[config.mk]
export PLATFORM = sky130hd
export DESIGN_NAME = volume_block_scatter_addresser
export DESIGN_NICKNAME = d
export VERILOG_FILES = /design/src/rtl/core/vbsa_pkg.sv /design/src/rtl/core/volume_block_scatter_addresser.sv /design/src/rtl/core/vbsa_mul.sv /design/src/rtl/core/vbsa_seq.sv
export VERILOG_INCLUDE_DIRS = /design/src /design/src/rtl/core
export SDC_FILE = /design/constraint.sdc
export NUM_CORES = 2
export LEC_CHECK = 0
export BUFFER_PORTS_ARGS = -buffer_cell sky130_fd_sc_hd__buf_2
export CELL_PAD_IN_SITES_DETAIL_PLACEMENT = 1
export CELL_PAD_IN_SITES_GLOBAL_PLACEMENT = 1
export CORE_MARGIN = 2
export CORE_UTILIZATION = 34
export DETAILED_ROUTE_END_ITERATION = 6
export PLACE_DENSITY = 0.68
export SETUP_SLACK_MARGIN = 0.5
export SKIP_CTS_REPAIR_TIMING = 1
export SLEW_MARGIN = 5
export SYNTH_ARGS = -nofsm -noshare
export SYNTH_HDL_FRONTEND = slang
export SYNTH_SLANG_ARGS = --single-unit
export TNS_END_PERCENT = 5
[constraint.sdc]
create_clock -name aclk -period 8 [get_ports aclk]
set_input_delay 1.2 -clock aclk [delete_from_list [all_inputs] [get_ports aclk]]
set_output_delay 1.2 -clock aclk [all_outputs]
set_load 0.1 [all_outputs]
[src/rtl/core/assert_macros.svh]
// Assertion macros used by the top RTL file of the volume block scatter addresser.
`ifndef ASSERT_MACROS_SVH
`define ASSERT_MACROS_SVH

// The consequent must hold in the same cycle as the antecedent.
`define VBSA_ASSERT_IMPL(label, clk, rst_n, ante, cons, msg) \
    label: assert property (@(posedge clk) disable iff (!(rst_n)) (ante) |-> (cons)) \
        else $error(msg);

// The consequent must hold in the cycle after the antecedent.
`define VBSA_ASSERT_NEXT(label, clk, rst_n, ante, cons, msg) \
    label: assert property (@(posedge clk) disable iff (!(rst_n)) (ante) |=> (cons)) \
        else $error(msg);

`endif

[src/rtl/core/vbsa_pkg.sv]
// Package with widths, codes and types of the volume block scatter addresser.
package vbsa_pkg;

    localparam int SIZE_W   = 11;
    localparam int EDGE_W   = 9;
    localparam int BIDX_W   = 10;
    localparam int BYTE_W   = 8;
    localparam int ADDR_W   = 30;
    localparam int ORG_W    = BIDX_W + EDGE_W;
    localparam int MULA_W   = 2 * SIZE_W;
    localparam int MULB_W   = ORG_W;
    localparam int S_DATA_W = 48;
    localparam int M_DATA_W = 40;
    localparam int CFG_IDX_W = 2;

    localparam int MAX_DIM_DEF        = 1024;
    localparam int MAX_BLOCK_EDGE_DEF = 256;

    localparam logic [CFG_IDX_W-1:0] REG_X_SIZE = 2'd0;
    localparam logic [CFG_IDX_W-1:0] REG_Y_SIZE = 2'd1;
    localparam logic [CFG_IDX_W-1:0] REG_Z_SIZE = 2'd2;

    localparam logic MODE_HEADER = 1'b0;

    typedef enum logic [9:0] {
        S_IDLE = 10'b00_0000_0001,
        S_MX   = 10'b00_0000_0010,
        S_MY   = 10'b00_0000_0100,
        S_MZ   = 10'b00_0000_1000,
        S_MYX  = 10'b00_0001_0000,
        S_MXY  = 10'b00_0010_0000,
        S_MZP  = 10'b00_0100_0000,
        S_HEND = 10'b00_1000_0000,
        S_DMUL = 10'b01_0000_0000,
        S_DEND = 10'b10_0000_0000
    } state_t;

    typedef struct packed {
        state_t step;
        logic   in_ready;
    } ctrl_t;

endpackage

[src/rtl/core/volume_block_scatter_addresser.sv]
// Header: six multiplies on the way from acceptance back to idle, where the next request is taken.
// Data byte: steps DMUL and DEND, then the result is registered; requests are taken only in idle.
// All products come from one shared registered multiplier.
// A result waiting in the output register stalls only the final data step.
// Reset (aresetn low, synchronous) clears sizes, counters, bases and closes the block.
`include "assert_macros.svh"

module volume_block_scatter_addresser #(
    parameter int MAX_DIM        = vbsa_pkg::MAX_DIM_DEF,
    parameter int MAX_BLOCK_EDGE = vbsa_pkg::MAX_BLOCK_EDGE_DEF
) (
    input  logic                          aclk,
    input  logic                          aresetn,
    // Request channel.
    input  logic                          s_tvalid,
    output logic                          s_tready,
    // block_edge[8:0], block_x[18:9], block_y[28:19], block_z[38:29], data_byte[46:39]
    input  logic [vbsa_pkg::S_DATA_W-1:0] s_tdata,
    // mode[0]
    input  logic                          s_tuser,
    // Result channel.
    output logic                          m_tvalid,
    input  logic                          m_tready,
    // voxel_address[29:0], voxel_value[37:30]
    output logic [vbsa_pkg::M_DATA_W-1:0] m_tdata,
    // surplus[0]
    output logic                          m_tuser,
    // last_of_block
    output logic                          m_tlast,
    // Configuration channel.
    input  logic                          cfg_valid,
    output logic                          cfg_ready,
    input  logic [vbsa_pkg::CFG_IDX_W-1:0] cfg_index,
    input  logic [vbsa_pkg::SIZE_W-1:0]   cfg_data
);
    import vbsa_pkg::*;

    localparam int EXT_W = $clog2(MAX_BLOCK_EDGE + 1);

    ctrl_t ctrl;
    logic  s_accept;
    logic  out_free;

    logic [SIZE_W-1:0] x_size_reg, y_size_reg, z_size_reg;
    logic [SIZE_W-1:0] xs, ys, zs;

    logic [EDGE_W-1:0] edge_in, edge_clamped, edge_reg;
    logic [BIDX_W-1:0] bx_reg, by_reg, bz_reg;
    logic [BYTE_W-1:0] byte_reg;
    logic [ORG_W-1:0]  x0_reg, y0_reg, z0_reg;
    logic [ADDR_W-1:0] yx_reg;

    logic [MULA_W-1:0] op_a;
    logic [MULB_W-1:0] op_b;
    logic [ADDR_W-1:0] prod;

    logic [EXT_W-1:0]  x_count_reg, y_count_reg, z_count_reg;
    logic [EXT_W-1:0]  x_extent_reg, y_extent_reg, z_extent_reg;
    logic [EXT_W-1:0]  x_ext_new, y_ext_new, z_ext_new;
    logic [EXT_W:0]    x_inc, y_inc, z_inc;
    logic [ADDR_W-1:0] row_base_reg, plane_base_reg;
    logic              block_done_reg;

    logic                 m_tvalid_reg, m_tvalid_next;
    logic [ADDR_W-1:0]    m_addr_reg;
    logic [BYTE_W-1:0]    m_value_reg;
    logic                 m_last_reg, m_surplus_reg;

    logic                 count_ok, last_step, surplus_ok;

    // Sizes above the volume limit count as the limit.
    function automatic logic [SIZE_W-1:0] clamp_size(input logic [SIZE_W-1:0] v);
        logic [SIZE_W-1:0] r;
        r = v;
        if (32'(v) > 32'(MAX_DIM)) begin
            r = SIZE_W'(MAX_DIM);
        end
        return r;
    endfunction

    // In-bounds voxel count along one axis for a block starting at lo.
    function automatic logic [EXT_W-1:0] axis_extent(input logic [ORG_W-1:0]  lo,
                                                     input logic [EDGE_W-1:0] edge_len,
                                                     input logic [SIZE_W-1:0] size);
        logic [SIZE_W-1:0] room;
        logic [SIZE_W-1:0] res;
        room = size - lo[SIZE_W-1:0];
        res  = 0;
        if (ORG_W'(size) > lo) begin
            res = (room < SIZE_W'(edge_len)) ? room : SIZE_W'(edge_len);
        end
        return EXT_W'(res);
    endfunction

    assign xs = clamp_size(x_size_reg);
    assign ys = clamp_size(y_size_reg);
    assign zs = clamp_size(z_size_reg);

    assign edge_in      = s_tdata[8:0];
    assign edge_clamped = (32'(edge_in) > 32'(MAX_BLOCK_EDGE)) ?
                          EDGE_W'(MAX_BLOCK_EDGE) : edge_in;

    assign s_tready  = ctrl.in_ready;
    assign s_accept  = s_tvalid && s_tready;
    assign out_free  = !m_tvalid_reg || m_tready;
    assign cfg_ready = 1'b1;

    vbsa_seq u_seq (
        .aclk     (aclk),
        .aresetn  (aresetn),
        .in_valid (s_tvalid),
        .in_mode  (s_tuser),
        .out_free (out_free),
        .ctrl     (ctrl)
    );

    // Operand selection for the shared multiplier.
    always_comb begin
        op_a = '0;
        op_b = '0;
        case (ctrl.step)
            S_MX: begin
                op_a = MULA_W'(edge_reg);
                op_b = MULB_W'(bx_reg);
            end
            S_MY: begin
                op_a = MULA_W'(edge_reg);
                op_b = MULB_W'(by_reg);
            end
            S_MZ: begin
                op_a = MULA_W'(edge_reg);
                op_b = MULB_W'(bz_reg);
            end
            S_MYX: begin
                op_a = MULA_W'(xs);
                op_b = y0_reg;
            end
            // The plane size stays in the product register while the result waits.
            S_MXY, S_DMUL, S_DEND: begin
                op_a = MULA_W'(xs);
                op_b = MULB_W'(ys);
            end
            S_MZP: begin
                // The product register holds the plane size here.
                op_a = prod[MULA_W-1:0];
                op_b = z0_reg;
            end
            default: begin
                op_a = '0;
                op_b = '0;
            end
        endcase
    end

    vbsa_mul u_mul (
        .aclk (aclk),
        .op_a (op_a),
        .op_b (op_b),
        .prod (prod)
    );

    always_ff @(posedge aclk) begin
        if (!aresetn) begin
            x_size_reg <= '0;
            y_size_reg <= '0;
            z_size_reg <= '0;
        end else if (cfg_valid && cfg_ready) begin
            case (cfg_index)
                REG_X_SIZE: x_size_reg <= cfg_data;
                REG_Y_SIZE: y_size_reg <= cfg_data;
                REG_Z_SIZE: z_size_reg <= cfg_data;
                default: ;
            endcase
        end
    end

    // Request payload and header products.
    always_ff @(posedge aclk) begin
        if (s_accept) begin
            edge_reg <= edge_clamped;
            bx_reg   <= s_tdata[18:9];
            by_reg   <= s_tdata[28:19];
            bz_reg   <= s_tdata[38:29];
            byte_reg <= s_tdata[46:39];
        end
        if (ctrl.step == S_MY)  x0_reg <= prod[ORG_W-1:0];
        if (ctrl.step == S_MZ)  y0_reg <= prod[ORG_W-1:0];
        if (ctrl.step == S_MYX) z0_reg <= prod[ORG_W-1:0];
        if (ctrl.step == S_MXY) yx_reg <= prod;
    end

    assign x_ext_new = axis_extent(x0_reg, edge_reg, xs);
    assign y_ext_new = axis_extent(y0_reg, edge_reg, ys);
    assign z_ext_new = axis_extent(z0_reg, edge_reg, zs);

    assign x_inc = (EXT_W + 1)'(x_count_reg) + 1'b1;
    assign y_inc = (EXT_W + 1)'(y_count_reg) + 1'b1;
    assign z_inc = (EXT_W + 1)'(z_count_reg) + 1'b1;

    // Block walk state: set up at the end of a header, advanced by each data byte of an open block.
    always_ff @(posedge aclk) begin
        if (!aresetn) begin
            x_count_reg    <= '0;
            y_count_reg    <= '0;
            z_count_reg    <= '0;
            x_extent_reg   <= '0;
            y_extent_reg   <= '0;
            z_extent_reg   <= '0;
            row_base_reg   <= '0;
            plane_base_reg <= '0;
            block_done_reg <= 1'b1;
        end else if (ctrl.step == S_HEND) begin
            x_extent_reg   <= x_ext_new;
            y_extent_reg   <= y_ext_new;
            z_extent_reg   <= z_ext_new;
            x_count_reg    <= '0;
            y_count_reg    <= '0;
            z_count_reg    <= '0;
            plane_base_reg <= ADDR_W'(x0_reg) + yx_reg + prod;
            row_base_reg   <= ADDR_W'(x0_reg) + yx_reg + prod;
            block_done_reg <= (x_ext_new == '0) || (y_ext_new == '0) || (z_ext_new == '0);
        end else if (ctrl.step == S_DEND && out_free && !block_done_reg) begin
            if (x_inc >= (EXT_W + 1)'(x_extent_reg)) begin
                x_count_reg <= '0;
                if (y_inc >= (EXT_W + 1)'(y_extent_reg)) begin
                    y_count_reg    <= '0;
                    plane_base_reg <= plane_base_reg + prod;
                    row_base_reg   <= plane_base_reg + prod;
                    if (z_inc >= (EXT_W + 1)'(z_extent_reg)) begin
                        z_count_reg    <= '0;
                        block_done_reg <= 1'b1;
                    end else begin
                        z_count_reg <= z_inc[EXT_W-1:0];
                    end
                end else begin
                    y_count_reg  <= y_inc[EXT_W-1:0];
                    row_base_reg <= row_base_reg + ADDR_W'(xs);
                end
            end else begin
                x_count_reg <= x_inc[EXT_W-1:0];
            end
        end
    end

    always_comb begin
        m_tvalid_next = m_tvalid_reg && !m_tready;
        if (ctrl.step == S_DEND && out_free) begin
            m_tvalid_next = 1'b1;
        end
    end

    always_ff @(posedge aclk) begin
        if (!aresetn) begin
            m_tvalid_reg <= 1'b0;
        end else begin
            m_tvalid_reg <= m_tvalid_next;
        end
    end

    always_ff @(posedge aclk) begin
        if (ctrl.step == S_DEND && out_free) begin
            if (block_done_reg) begin
                m_addr_reg    <= '0;
                m_value_reg   <= '0;
                m_last_reg    <= 1'b0;
                m_surplus_reg <= 1'b1;
            end else begin
                m_addr_reg    <= row_base_reg + ADDR_W'(x_count_reg);
                m_value_reg   <= byte_reg;
                m_last_reg    <= (x_inc >= (EXT_W + 1)'(x_extent_reg)) &&
                                 (y_inc >= (EXT_W + 1)'(y_extent_reg)) &&
                                 (z_inc >= (EXT_W + 1)'(z_extent_reg));
                m_surplus_reg <= 1'b0;
            end
        end
    end

    assign m_tvalid = m_tvalid_reg;
    assign m_tdata  = {(M_DATA_W - ADDR_W - BYTE_W)'(0), m_value_reg, m_addr_reg};
    assign m_tuser  = m_surplus_reg;
    assign m_tlast  = m_last_reg;

    assign count_ok   = (x_count_reg < x_extent_reg) && (y_count_reg < y_extent_reg) &&
                        (z_count_reg < z_extent_reg);
    assign last_step  = (ctrl.step == S_DEND) && out_free && !block_done_reg &&
                        (x_inc >= (EXT_W + 1)'(x_extent_reg)) &&
                        (y_inc >= (EXT_W + 1)'(y_extent_reg)) &&
                        (z_inc >= (EXT_W + 1)'(z_extent_reg));
    assign surplus_ok = !m_tlast && (m_tdata == '0);

    `VBSA_ASSERT_IMPL(a_count_in_extent, aclk, aresetn, !block_done_reg, count_ok, "walk outside extent")
    `VBSA_ASSERT_IMPL(a_surplus_not_last, aclk, aresetn, m_tvalid && m_tuser, surplus_ok, "bad surplus")
    `VBSA_ASSERT_NEXT(a_busy_after_request, aclk, aresetn, s_accept, !s_tready, "request while busy")
    `VBSA_ASSERT_NEXT(a_last_closes_block, aclk, aresetn, last_step, block_done_reg && m_tlast, "open block")

endmodule

[src/rtl/core/vbsa_mul.sv]
// Shared multiplier with a registered product truncated to the address width.
module vbsa_mul (
    input  logic                       aclk,
    input  logic [vbsa_pkg::MULA_W-1:0] op_a,
    input  logic [vbsa_pkg::MULB_W-1:0] op_b,
    output logic [vbsa_pkg::ADDR_W-1:0] prod
);
    import vbsa_pkg::*;

    logic [MULA_W+MULB_W-1:0] full;
    logic [ADDR_W-1:0]        prod_reg;

    assign full = (MULA_W + MULB_W)'(op_a) * (MULA_W + MULB_W)'(op_b);

    always_ff @(posedge aclk) begin
        prod_reg <= full[ADDR_W-1:0];
    end

    assign prod = prod_reg;

endmodule

[src/rtl/core/vbsa_seq.sv]
// Sequencer that steps the shared multiplier through header and data work.
module vbsa_seq (
    input  logic            aclk,
    input  logic            aresetn,
    input  logic            in_valid,
    input  logic            in_mode,
    input  logic            out_free,
    output vbsa_pkg::ctrl_t ctrl
);
    import vbsa_pkg::*;

    state_t state_reg, state_next;

    always_comb begin
        state_next = state_reg;
        case (state_reg)
            S_IDLE: begin
                if (in_valid) begin
                    state_next = (in_mode == MODE_HEADER) ? S_MX : S_DMUL;
                end
            end
            S_MX:   state_next = S_MY;
            S_MY:   state_next = S_MZ;
            S_MZ:   state_next = S_MYX;
            S_MYX:  state_next = S_MXY;
            S_MXY:  state_next = S_MZP;
            S_MZP:  state_next = S_HEND;
            S_HEND: state_next = S_IDLE;
            S_DMUL: state_next = S_DEND;
            S_DEND: begin
                if (out_free) begin
                    state_next = S_IDLE;
                end
            end
            default: state_next = S_IDLE;
        endcase
    end

    always_ff @(posedge aclk) begin
        if (!aresetn) begin
            state_reg <= S_IDLE;
        end else begin
            state_reg <= state_next;
        end
    end

    assign ctrl.step     = state_reg;
    assign ctrl.in_ready = (state_reg == S_IDLE);

endmodule

=== Yosys cells after proc, flatten, opt, wreduce, memory -nomap -nowiden ===
Index checks and enable logic that the tools add are counted.

* Muxes and demuxes: 33
* Shifts and indexed selects: 0
* $mul: 1
* Reduce and logical (&&, ||, !) cells: 33
* Div/mod/pow operators: 0
* Bitwise operators: 1
* $add $sub $neg: 11
* Order comparisons: 13
* Eq/ne operators: 14

{| class="wikitable"
|+ Operators by type and width
! kind !! count
|-
| $mux 30 || 8
|-
| $pmux 19 s6 || 1
|-
| $mux 9 || 10
|-
| $pmux 10 s9 || 1
|-
| $pmux 22 s3 || 1
|-
| $add 30x30->30 || 2
|-
| $gt 11x19->1 || 3
|-
| $gt 11x11->1 const B || 3
|-
| $lt 11x9->1 || 3
|-
| $mux 11 || 3
|-
| $sub 11x11->11 || 3
|-
| $add 19x30->30 || 1
|-
| $add 30x11->30 || 1
|-
| $add 30x9->30 || 1
|-
| $add 9x1->10 const B || 3
|-
| $ge 10x9->1 || 3
|-
| $mul 22x19->30 || 1
|-
| $logic_not 9->1 || 3
|-
| $mux 10 || 2
|-
| $reduce_and 2->1 || 6
|-
| $eq 10x1->1 const B || 1
|-
| $eq 10x10->1 const B || 1
|-
| $eq 10x2->1 const B || 1
|-
| $eq 10x3->1 const B || 1
|-
| other kinds (22) || 43
|}

* Bits in registers: 363
* Logic and storage cells: 134
* Latch bits: 0
* ROM bits: 0
* Memories: 0
* RAM bits: 0

=== Depth between registers and ports, before layout ===
* Depth in word-level cells: 10
* Mapped depth: 32
* Mapped depth without buffers: 30

=== Hierarchy ===
Synthesis repeated with hierarchy kept, for this count alone.

* Cells, all modules: 3553
* Area total of the unflattened synthesis: 32997.9 um^2

{| class="wikitable"
|+ Modules (own cells, without submodules)
! module !! area each (um^2) !! instances !! seq. area each (um^2) !! cells each
|-
| volume_block_scatter_addresser || 20825.0 || 1 || 8207.9 || 2191
|-
| vbsa_mul || 11715.0 || 1 || 600.6 || 1312
|-
| vbsa_seq || 457.9 || 1 || 200.2 || 50
|}

=== Worst setup path before layout ===
No wires, ideal clock.

* Path type: register to register
* Start point: reg u_seq.state_reg[0]
* End point: reg u_mul.prod_reg[29] (netlist: u_mul.prod[29])
* Library setup time: 121 ps
* Arrival time: 8574 ps
* Required time: 7879 ps
* Stages on the path, launching flop included: 31
* Clock period less this slack: 8695 ps
* Slack: -695 ps
* Cells stage by stage: dfxtp_1 -> or4_4 -> nor3_4 -> and4b_1 -> buf_1 -> a222oi_1 -> nand3_1 -> clkbuf_1 -> nand2_1 -> fa_1 -> inv_1 -> fa_1 -> inv_1 -> fa_1 -> inv_1 -> fa_1 -> fa_1 -> inv_1 -> fa_1 -> inv_1 -> ha_1 -> a21oi_1 -> o32ai_1 -> a311oi_2 -> a211oi_1 -> a211o_1 -> a221o_1 -> and4_4 -> a2111oi_4 -> a21oi_2 -> xnor2_1

* Longest elaborated chain between the ends: 4
* Elaborated cells between the ends (all ways): 14

{| class="wikitable"
|+ Ends and longest elaborated chain
! element !! line !! RTL
|-
| start: declaration || vbsa_seq.sv:12 || <nowiki>state_t state_reg, state_next;</nowiki>
|-
| start signal: assignment || vbsa_seq.sv:43 || <nowiki>state_reg <= state_next;</nowiki>
|-
| $eq 10x6->1, or another cell as far along || volume_block_scatter_addresser.sv:121 || <nowiki>case (ctrl.step)</nowiki>
|-
| $reduce_or 3->1, or another cell as far along || volume_block_scatter_addresser.sv:121 ||
|-
| $pmux 19 s6 or $pmux 22 s3 (tied branches) || volume_block_scatter_addresser.sv:121 ||
|-
| $mul 22x19->30 (*) || vbsa_mul.sv:13 || <nowiki>assign full = (MULA_W + MULB_W)'(op_a) * (MULA_W + MULB_W)'(op_b);</nowiki>
|-
| via u_mul.full[29] || vbsa_mul.sv:10 || <nowiki>logic [MULA_W+MULB_W-1:0] full;</nowiki>
|-
| end signal: assignment || vbsa_mul.sv:16 || <nowiki>prod_reg <= full[ADDR_W-1:0];</nowiki>
|-
| end: declaration || vbsa_mul.sv:11 || <nowiki>logic [ADDR_W-1:0] prod_reg;</nowiki>
|}

Mark *: on every way through the listed nets, which the timed path passes. The rest lies on a longest branch.
A chain may end at the register's enable or synchronous reset.

=== Worst setup path in the final report ===
* Start point: reg u_seq.state_reg[7]
* End point: reg u_mul.prod_reg[29] (netlist: u_mul.prod[29])

The elaborated chain is that of the path after synthesis.

==> flow_summary.toml <==
[outcome]
status = "complete, but fails checks"
violations = "setup timing"

[clock_tree]
clock_sinks = 363
clk_pin_slew_ns = 0.06
cts_made_buffers = 45
clock_latency_ns = 0.61
cts_buffer_depth = 3
cts_tree = "done"
root_buffer = "clkbuf_16"
h-tree-depth = 2

[timing]
slew_viol_final = 0
hold_viol = 0
timing.fmax_ghz = 0.122
finalCriticalPeriod_ns = 8.18
rsz0062_at_grt = "yes"
setup_viol = 3
fin_crit_sh_pct = 102
maxSlewHeadroom_pct = 22.6
worst_slew_pin_slew_ns = 1.16
finalWorstSetupSlack_ns = -0.176
finClkSkew_ns = 0.0317

[synthesis]
ys.flop_type = "dfxtp_1"
synth_cells = 3659
yosys_register_bits = 363
synthArstFlopShare_pct = 0
yosysTopAreaCellShare_pct = 19.0
syn_avg_cell_area_um2 = 9.02
syn_area_um2 = 33000
synth.distinct_cells = 90
ys_warn_count = 0
ys_seq_area_share_pct = 27.3
synth_top_cell_by_area = "fa_1"
synthTopCellsByArea = "fa_1 (19%), edfxtp_1 (16%), dfxtp_1 (11%)"
synth-edff-count = 174

[routing]
dr.pass1.iters = 5
ant_nets = 0
wire_per_inst_um = 20.2
totalWireLength_um = 106000
drc = 0
first_iter_violations = 1527
routed_via_density = 5.20
num_vias = 27200

[final_layout]
drive_above_1_share_pct = 14.1
syn_to_final_growth_pct = 17.1
nFillCells = 11300
ff_latch_area_um2 = 9010
multiInputGateArea_um2 = 21900
finalNetCount = 4555
post-route-cell-area_um2 = 38700

[die]
pin_count = 112
fp.dieW_um = 316
coreArea_um2 = 96400
dieArea_um2 = 99600
fp.dieH_um = 316
start_util_pct = 34.2
rows = 114

[setup_path]
worst_ep_arrival_time_ns = 8.67
crit_path_max_fanout = 5
critPathBufInv = 11
ff2ff_setup_slack_ns = -0.18
worstSetupPathType = "register to register"
reg2regPathDepth = 33
reg2reg_to = "u_mul.prod[29]$_DFF_P_"
crit_path_start_kind = "register"
cp_slowest_stage_delay_ns = 0.57
cp_top_family = "adder cells"
cp_slowest_cell = "or4_4"
required_ns = 8.49
crit_cells = 33
cp-endpoint = "u_mul.prod[29]$_DFF_P_"
startpoint = "u_seq.state_reg[7]$_SDFFE_PN0P_"
path_common_cell = "fa_1"
r2r-start = "u_seq.state_reg[7]$_SDFFE_PN0P_"
endpoint_kind = "register"

[hold_path]
hp-class = "register to register"

[placement]
post-place-ws_ns = -0.376
placed_cell_area_um2 = 36600
io_buffers = 107
place_congestion = 0.883
dp_hpwl_um = 85300

[power]
p_total_mw = 4.74
p_leak_nw = 17.0
worst_ir_drop_vdd_uv = 147
power_density_nw_per_um2 = 123

[grt]
grt_pass1_wl_um = 165000
grtUsageTotal_pct = 21.3
grt_antenna_before_repair = 4
grt_overflow = 0
grt_max_degree = 61
first_global_vias = 28800

[run]
drv_cap = 0
## stage by stage
stage	setup TNS (ns)	instances	util (%)	hold slack, ns
after global routing	-1.24	5232	40.1	0.499
after global placement	-0.941	5131	38.0	0.460
after detailed placement	-1.47	5131	38.0	0.470
after floorplan	0	3660	-	0.406
final	-0.439	5233	40.1	0.475
after CTS	-2.09	5214	39.7	0.485
## worst register-to-register path, delay by kind of cell, from the launching register on
| family | cells | cell delay (ns) |
|---|---|---|
| buf+inv | 11 | 1.13 |
| flops | 1 | 0.32 |
| compound gates | 8 | 1.80 |
| simple gates | 6 | 1.35 |
| xor+xnor | 1 | 0.13 |
| fa+ha+maj | 7 | 3.35 |
## kinds of logic after synthesis
group / share of synthesized area [%]
xor+xnor: 4.19
compound gates: 13.6
simple gates: 16.6
flops: 27.3
mux: 1.95
buf+inv: 7.72
other cells: 0.0228
fa+ha+maj: 28.7
## area by class of cell
type | count | area share (%)
Multi-Input combinational cell | 2628 | 56.6
Sequential cell | 363 | 23.3
Timing Repair Buffer | 351 | 6.68
Inverter | 531 | 5.16
Tap cell | 1276 | 4.13
Clock buffer | 53 | 3.15
Clock inverter | 30 | 0.977
Antenna cell | 1 | 0.00647
## synth_stat cells (13+ instances only)
cell type,n
nand3_1,52
xor2_1,50
fa_1,313
o22ai_1,22
or4_1,15
ha_1,255
nand2b_1,28
edfxtp_1,174
a21o_1,55
dfxtp_1,189
and3_1,34
buf_1,15
nand3b_1,16
nor4_1,18
a31oi_1,16
and2_1,60
o211ai_1,19
o21a_1,25
mux2i_1,62
nor3_1,46
nand2_1,370
clkbuf_1,101
xnor2_1,108
buf_2,18
o21ai_0,133
inv_1,531
nor2b_1,70
a21oi_1,176
a211oi_1,26
nor2_1,361
a22oi_1,23
or3_1,19
a21boi_0,14
a22o_1,15
nand4_1,25
a221o_1,13
## where the power goes
part | leakage, nW | internal [mW] | switching [mW]
logic | 13.1 | 0.181 | 0.321
clock network | 0.780 | 1.32 | 0.898
registers | 3.13 | 1.99 | 0.0322
## worst min path at each step
stage / startpoint / slack, ns / cells after the start / endpoint
after CTS: z_count_reg[8]$_SDFFE_PP0P_ / 0.48 / 2 / z_count_reg[8]$_SDFFE_PP0P_
final: plane_base_reg[18]$_SDFFE_PN0P_ / 0.48 / 2 / plane_base_reg[18]$_SDFFE_PN0P_
after floorplan: block_done_reg$_SDFFE_PN1P_ / 0.41 / 0 / m_tuser$_DFFE_PP_
after global routing: z_count_reg[8]$_SDFFE_PP0P_ / 0.50 / 2 / z_count_reg[8]$_SDFFE_PP0P_
after detailed placement: plane_base_reg[21]$_SDFFE_PN0P_ / 0.47 / 2 / plane_base_reg[21]$_SDFFE_PN0P_
after global placement: plane_base_reg[18]$_SDFFE_PN0P_ / 0.46 / 2 / plane_base_reg[18]$_SDFFE_PN0P_
## per-layer routing
metal / GRT usage (%) / routed length [um] / vias up
met5: 0 / 0 / -
met1: 29.3 / 48300 / 13700
met3: 3.17 / 5850 / 152
met2: 34.7 / 48500 / 613
met4: 6.44 / 3080 / 0
li1: - / - / 12800
## cells in the final DEF (no fill, tap or decap), types with 53 or more instances in the layout
master / n
buf_4: 223
and2_1: 53
ha_1: 250
buf_2: 107
o21ai_0: 130
fa_1: 310
nor2b_1: 69
edfxtp_1: 174
a21o_1: 55
nand2_1: 360
inv_1: 524
mux2i_1: 62
dfxtp_1: 186
a21oi_1: 166
xnor2_1: 107
nor2_1: 354
No activity file was read; power rests on OpenSTA's default activity.
